<file path="src/sv/qalu_pkg.sv">
package qalu_pkg;

    localparam int WORD_BITS_DEF = 32;
    localparam int FRAC_BITS_DEF = 24;
    localparam int FIELD_BITS    = 32;
    localparam int MAG_BITS      = 31;
    localparam int ACT_BITS      = 3;
    localparam int IN_DATA_BITS  = 296;
    localparam int OUT_DATA_BITS = 160;
    localparam int QUEUE_DEPTH   = 4;
    localparam int QPTR_BITS     = 2;

    typedef enum logic [ACT_BITS-1:0] {
        ACT_PRODUCT   = 3'd0,
        ACT_CONJUGATE = 3'd1,
        ACT_SCALE     = 3'd2,
        ACT_DIVIDE    = 3'd3,
        ACT_NORM      = 3'd4,
        ACT_NORMALIZE = 3'd5,
        ACT_INVERSE   = 3'd6,
        ACT_NONE      = 3'd7
    } action_t;

    // Decoded request as handed from the front end to the back end.
    typedef struct packed {
        action_t                      action;
        logic                         use_div;
        logic                         div_src_scalar;
        logic signed [FIELD_BITS-1:0] p_real;
        logic signed [FIELD_BITS-1:0] p_i;
        logic signed [FIELD_BITS-1:0] p_j;
        logic signed [FIELD_BITS-1:0] p_k;
        logic signed [FIELD_BITS-1:0] q_real;
        logic signed [FIELD_BITS-1:0] q_i;
        logic signed [FIELD_BITS-1:0] q_j;
        logic signed [FIELD_BITS-1:0] q_k;
        logic signed [FIELD_BITS-1:0] scalar;
    } req_t;

endpackage

</file>
<file path="src/sv/qalu_front.sv">
module qalu_front
    import qalu_pkg::*;
(
    input  logic                     aclk,
    input  logic                     aresetn,
    input  logic                     s_tvalid,
    output logic                     s_tready,
    input  logic [IN_DATA_BITS-1:0]  s_tdata,
    output logic                     q_valid,
    input  logic                     q_ready,
    output req_t                     q_req
);

    req_t                 req_reg [QUEUE_DEPTH];
    logic [QPTR_BITS-1:0] wr_ptr_reg, rd_ptr_reg;
    logic [QPTR_BITS:0]   count_reg;
    req_t                 dec;
    logic                 push, pop;

    always_comb begin
        dec.action         = action_t'(s_tdata[ACT_BITS-1:0]);
        dec.p_real         = s_tdata[8   +: FIELD_BITS];
        dec.p_i            = s_tdata[40  +: FIELD_BITS];
        dec.p_j            = s_tdata[72  +: FIELD_BITS];
        dec.p_k            = s_tdata[104 +: FIELD_BITS];
        dec.q_real         = s_tdata[136 +: FIELD_BITS];
        dec.q_i            = s_tdata[168 +: FIELD_BITS];
        dec.q_j            = s_tdata[200 +: FIELD_BITS];
        dec.q_k            = s_tdata[232 +: FIELD_BITS];
        dec.scalar         = s_tdata[264 +: FIELD_BITS];
        dec.use_div        = 1'b0;
        dec.div_src_scalar = 1'b0;
        unique case (dec.action) inside
            ACT_DIVIDE: begin
                dec.use_div        = 1'b1;
                dec.div_src_scalar = 1'b1;
            end
            ACT_NORMALIZE, ACT_INVERSE: dec.use_div = 1'b1;
            default: ;
        endcase
    end

    assign s_tready = (count_reg != QUEUE_DEPTH[QPTR_BITS:0]);
    assign q_valid  = (count_reg != '0);
    assign q_req    = req_reg[rd_ptr_reg];
    assign push     = s_tvalid && s_tready;
    assign pop      = q_valid && q_ready;

    always_ff @(posedge aclk) begin
        if (push) begin
            req_reg[wr_ptr_reg] <= dec;
        end
        if (!aresetn) begin
            wr_ptr_reg <= '0;
            rd_ptr_reg <= '0;
            count_reg  <= '0;
        end else begin
            if (push) wr_ptr_reg <= wr_ptr_reg + 1'b1;
            if (pop) rd_ptr_reg <= rd_ptr_reg + 1'b1;
            count_reg <= count_reg + {{QPTR_BITS{1'b0}}, push} - {{QPTR_BITS{1'b0}}, pop};
        end
    end

endmodule

</file>
<file path="config.mk">
export PLATFORM = sky130hd
export DESIGN_NAME = qalu_front
export DESIGN_NICKNAME = d
export VERILOG_FILES = /design/src/sv/qalu_pkg.sv /design/src/sv/qalu_front.sv
export SDC_FILE = /design/constraint.sdc
export NUM_CORES = 1
export LEC_CHECK = 0
export BUFFER_PORTS_ARGS = -buffer_cell sky130_fd_sc_hd__buf_2
export CORE_ASPECT_RATIO = 1.1
export CORE_UTILIZATION = 35
export CTS_CLUSTER_SIZE = 10
export DETAILED_ROUTE_END_ITERATION = 12
export HOLD_SLACK_MARGIN = 0.02
export PLACE_DENSITY = 0.49
export SLEW_MARGIN = 40
export SYNTH_ARGS = -nofsm -noshare
export SYNTH_HDL_FRONTEND = slang
export SYNTH_SLANG_ARGS = --single-unit
</file>
<file path="constraint.sdc">
create_clock -name aclk -period 29.3 [get_ports aclk]
set_input_delay 5.86 -clock aclk [delete_from_list [all_inputs] [get_ports aclk]]
set_output_delay 5.86 -clock aclk [all_outputs]
set_load 0.02 [all_outputs]
</file>
==> flow_summary_export.csv <==
group,metric,value,unit
setup_path,crit_fanout,60,
sta,max_freq,102,MHz
place,gp_congestion,0.712,
finish,regArea,35400,um2
finish,drive_gt1_share,46.6,%
clocking,cts_tree,"done",
setup_path,worst-r2r-setup-slack,25200,ps
place,portBuffers,589,
clocking,clock_latency,740,ps
setup_path,cp-start-kind,"flip-flop",
worst_hold_path,hold_class,"reg -> reg",
sta,rsz0062_at_grt,"no",
finish,fin_util,42.4,%
place,dpl_cell_area,47800,um2
pwr,power_density,90.6,nW/um2
floorplan,die_area,124000,um2
finish,area_growth,20.1,%
pwr,p_total,4.68,mW
sta,finalSetupViolations,0,
place,dp_hpwl,56100,um
floorplan,rows,134,
global_routing,grt_max_degree,80,
sta,setup_ws,19510,ps
synth,synth.net_count,1890,
route,drt_iter0_markers,899,
job,maxCapViolCount,0,
setup_path,r2r-end,"req_reg[1][152]",
synth,synth_cells,1583,
route,vias_per_cell,4.83,
clocking,cts_buffers,138,
setup_path,endpoint_kind,"primary output",
global_routing,grt_first_pass_wirelength,134000,um
route,wire_per_inst,23.2,um
finish,largest_reg_flops,1172,
finish,layout.cells.non_filler,3954,
finish,final_common_cell,"edfxtp_1",
sta,fin_skew,23.5,ps
clocking,htree_levels,4,
floorplan,initial_core_util,35.4,%
global_routing,grt_overflow,0,
floorplan,chipHeight,370,um
finish,multi_input_area,6900,um2
finish,nets,2587,
global_routing,grt_pass1_vias,20700,
clocking,cts_hold_buf,0,
route,antenna_left,0,
finish,fillers,10600,
pwr,leakage,16.9,nW
pwr,vdd_drop_max,0.0542,mV
floorplan,pin_count,595,
worst_hold_path,hold_path_end,"wr_ptr_reg[1]",
clocking,clockRootBuffer,"clkbuf_16",
finish,mostFrequentLayoutCells,"1172 x edfxtp_1, 589 x buf_2, 293 x mux4_2, 146 x clkbuf_16, 16 x clkbuf_1",
setup_path,r2r_start,"count_reg[1]",
synth,syn_area_per_cell,27.2,um2
route,drc_errors,0,
sta,final.setup.tns,0,ps
sta,worst_pin_slew,774,ps
place,post-place-ws,19720,ps
route,routed_wl,91700,um
route,firstDrtPassIters,4,
clocking,clock-sinks,1181,
synth,synth-seq-area-share,82.2,%
setup_path,critPathRequiredTime,23440,ps
place,dp.cells,3771,
setup_path,reg2regPathDepth,6,
sta,period_share,33.4,%
clocking,cts_setup_buffers,0,
route,vias,19100,
sta,max_slew_margin,48.4,%
global_routing,track_usage,14.8,%
worst_hold_path,hold_depth,2,
synth,synth_cell_types,24,
clocking,clk_pin_slew_worst_paths,50,ps
clocking,cts_buffer_depth,3,
setup_path,worst-setup-path-type,"reg -> out",
clocking,cts_repair_resize_count,0,
sta,hold_ws,509,ps
finish,stdcell_area,51700,um2
synth,yosysWarnings,0,
global_routing,antenna_found_initial,33,
sta,period_minus_slack,9790,ps
sta,hold_viol,0,
setup_path,cp.arrival,3930,ps
status,status,"finished, final reports clean",
sta,slew_viol_final,0,
floorplan,dieWidth,336,um
floorplan,core_area,122000,um2
worst_hold_path,min_from,"wr_ptr_reg[1]",
synth,ys_seq_elements,1181,
synth,syn_area,43000,um2
-- per-layer routing --
layer	global-route usage, %	wire (um)
met5	0	258
met4	5.48	2430
met3	6.24	8090
met2	24.6	46700
met1	16.8	34200
-- worst max-delay path, cell delays in order (launching register included) --
cell and delay [ps]:
dfxtp_4 800, buf_6 620, buf_12 390, buf_16 390, mux4_2 590, buf_2 180
-- power breakdown --
| part | switching (mW) | internal (mW) | total [mW] |
|---|---|---|---|
| logic | 0.657 | 0.434 | 1.09 |
| clock network | 0.609 | 0.885 | 1.49 |
| registers | 0.0472 | 2.05 | 2.09 |
-- cells in the mapped netlist, drive strengths merged --
cell type | n | share of area [%]
and3b | 1 | 0.020
inv | 5 | 0.044
xnor2 | 5 | 0.10
edfxtp | 1172 | 82
mux4 | 293 | 15
o31a | 1 | 0.020
or3 | 1 | 0.015
nor2b | 3 | 0.044
dfxtp | 9 | 0.42
nand2 | 5 | 0.044
buf | 62 | 1.7
a21boi | 1 | 0.017
fa | 1 | 0.047
and2 | 7 | 0.10
mux2i | 2 | 0.047
a21oi | 2 | 0.023
ha | 6 | 0.17
nor2 | 1 | 0.0087
clkbuf | 5 | 0.044
o311ai | 1 | 0.020
-- cell families after synthesis --
logic type / share of synthesized area (%)
buffers and inverters: 1.79
xor gates and xnor gates: 0.102
DFF: 82.2
AOI/OAI and AO/OA: 0.0814
muxes: 15.4
and+or+nand+nor: 0.233
adders and majority gates: 0.221
-- layout make-up --
type	instances	area share [%]
Clock inverter	12	0.216
Timing Repair Buffer	624	6.71
Sequential cell	1181	68.5
Multi-Input combinational cell	330	13.4
Clock buffer	163	7.21
Tap cell	1632	3.95
Antenna cell	7	0.0339
Inverter	5	0.0363
-- worst max-delay path by stage --
stage | from | to | slack [ps]
floorplan | s_tvalid | req_reg[0][0] | 15680
global placement | s_tvalid | req_reg[1][151] | 19100
detailed placement | s_tvalid | req_reg[1][133] | 19720
CTS | flip-flop | q_req[147] | 19250
global route | flip-flop | q_req[147] | 19090
finish | flip-flop | q_req[183] | 19510
Power figures use the tool's default switching activity.
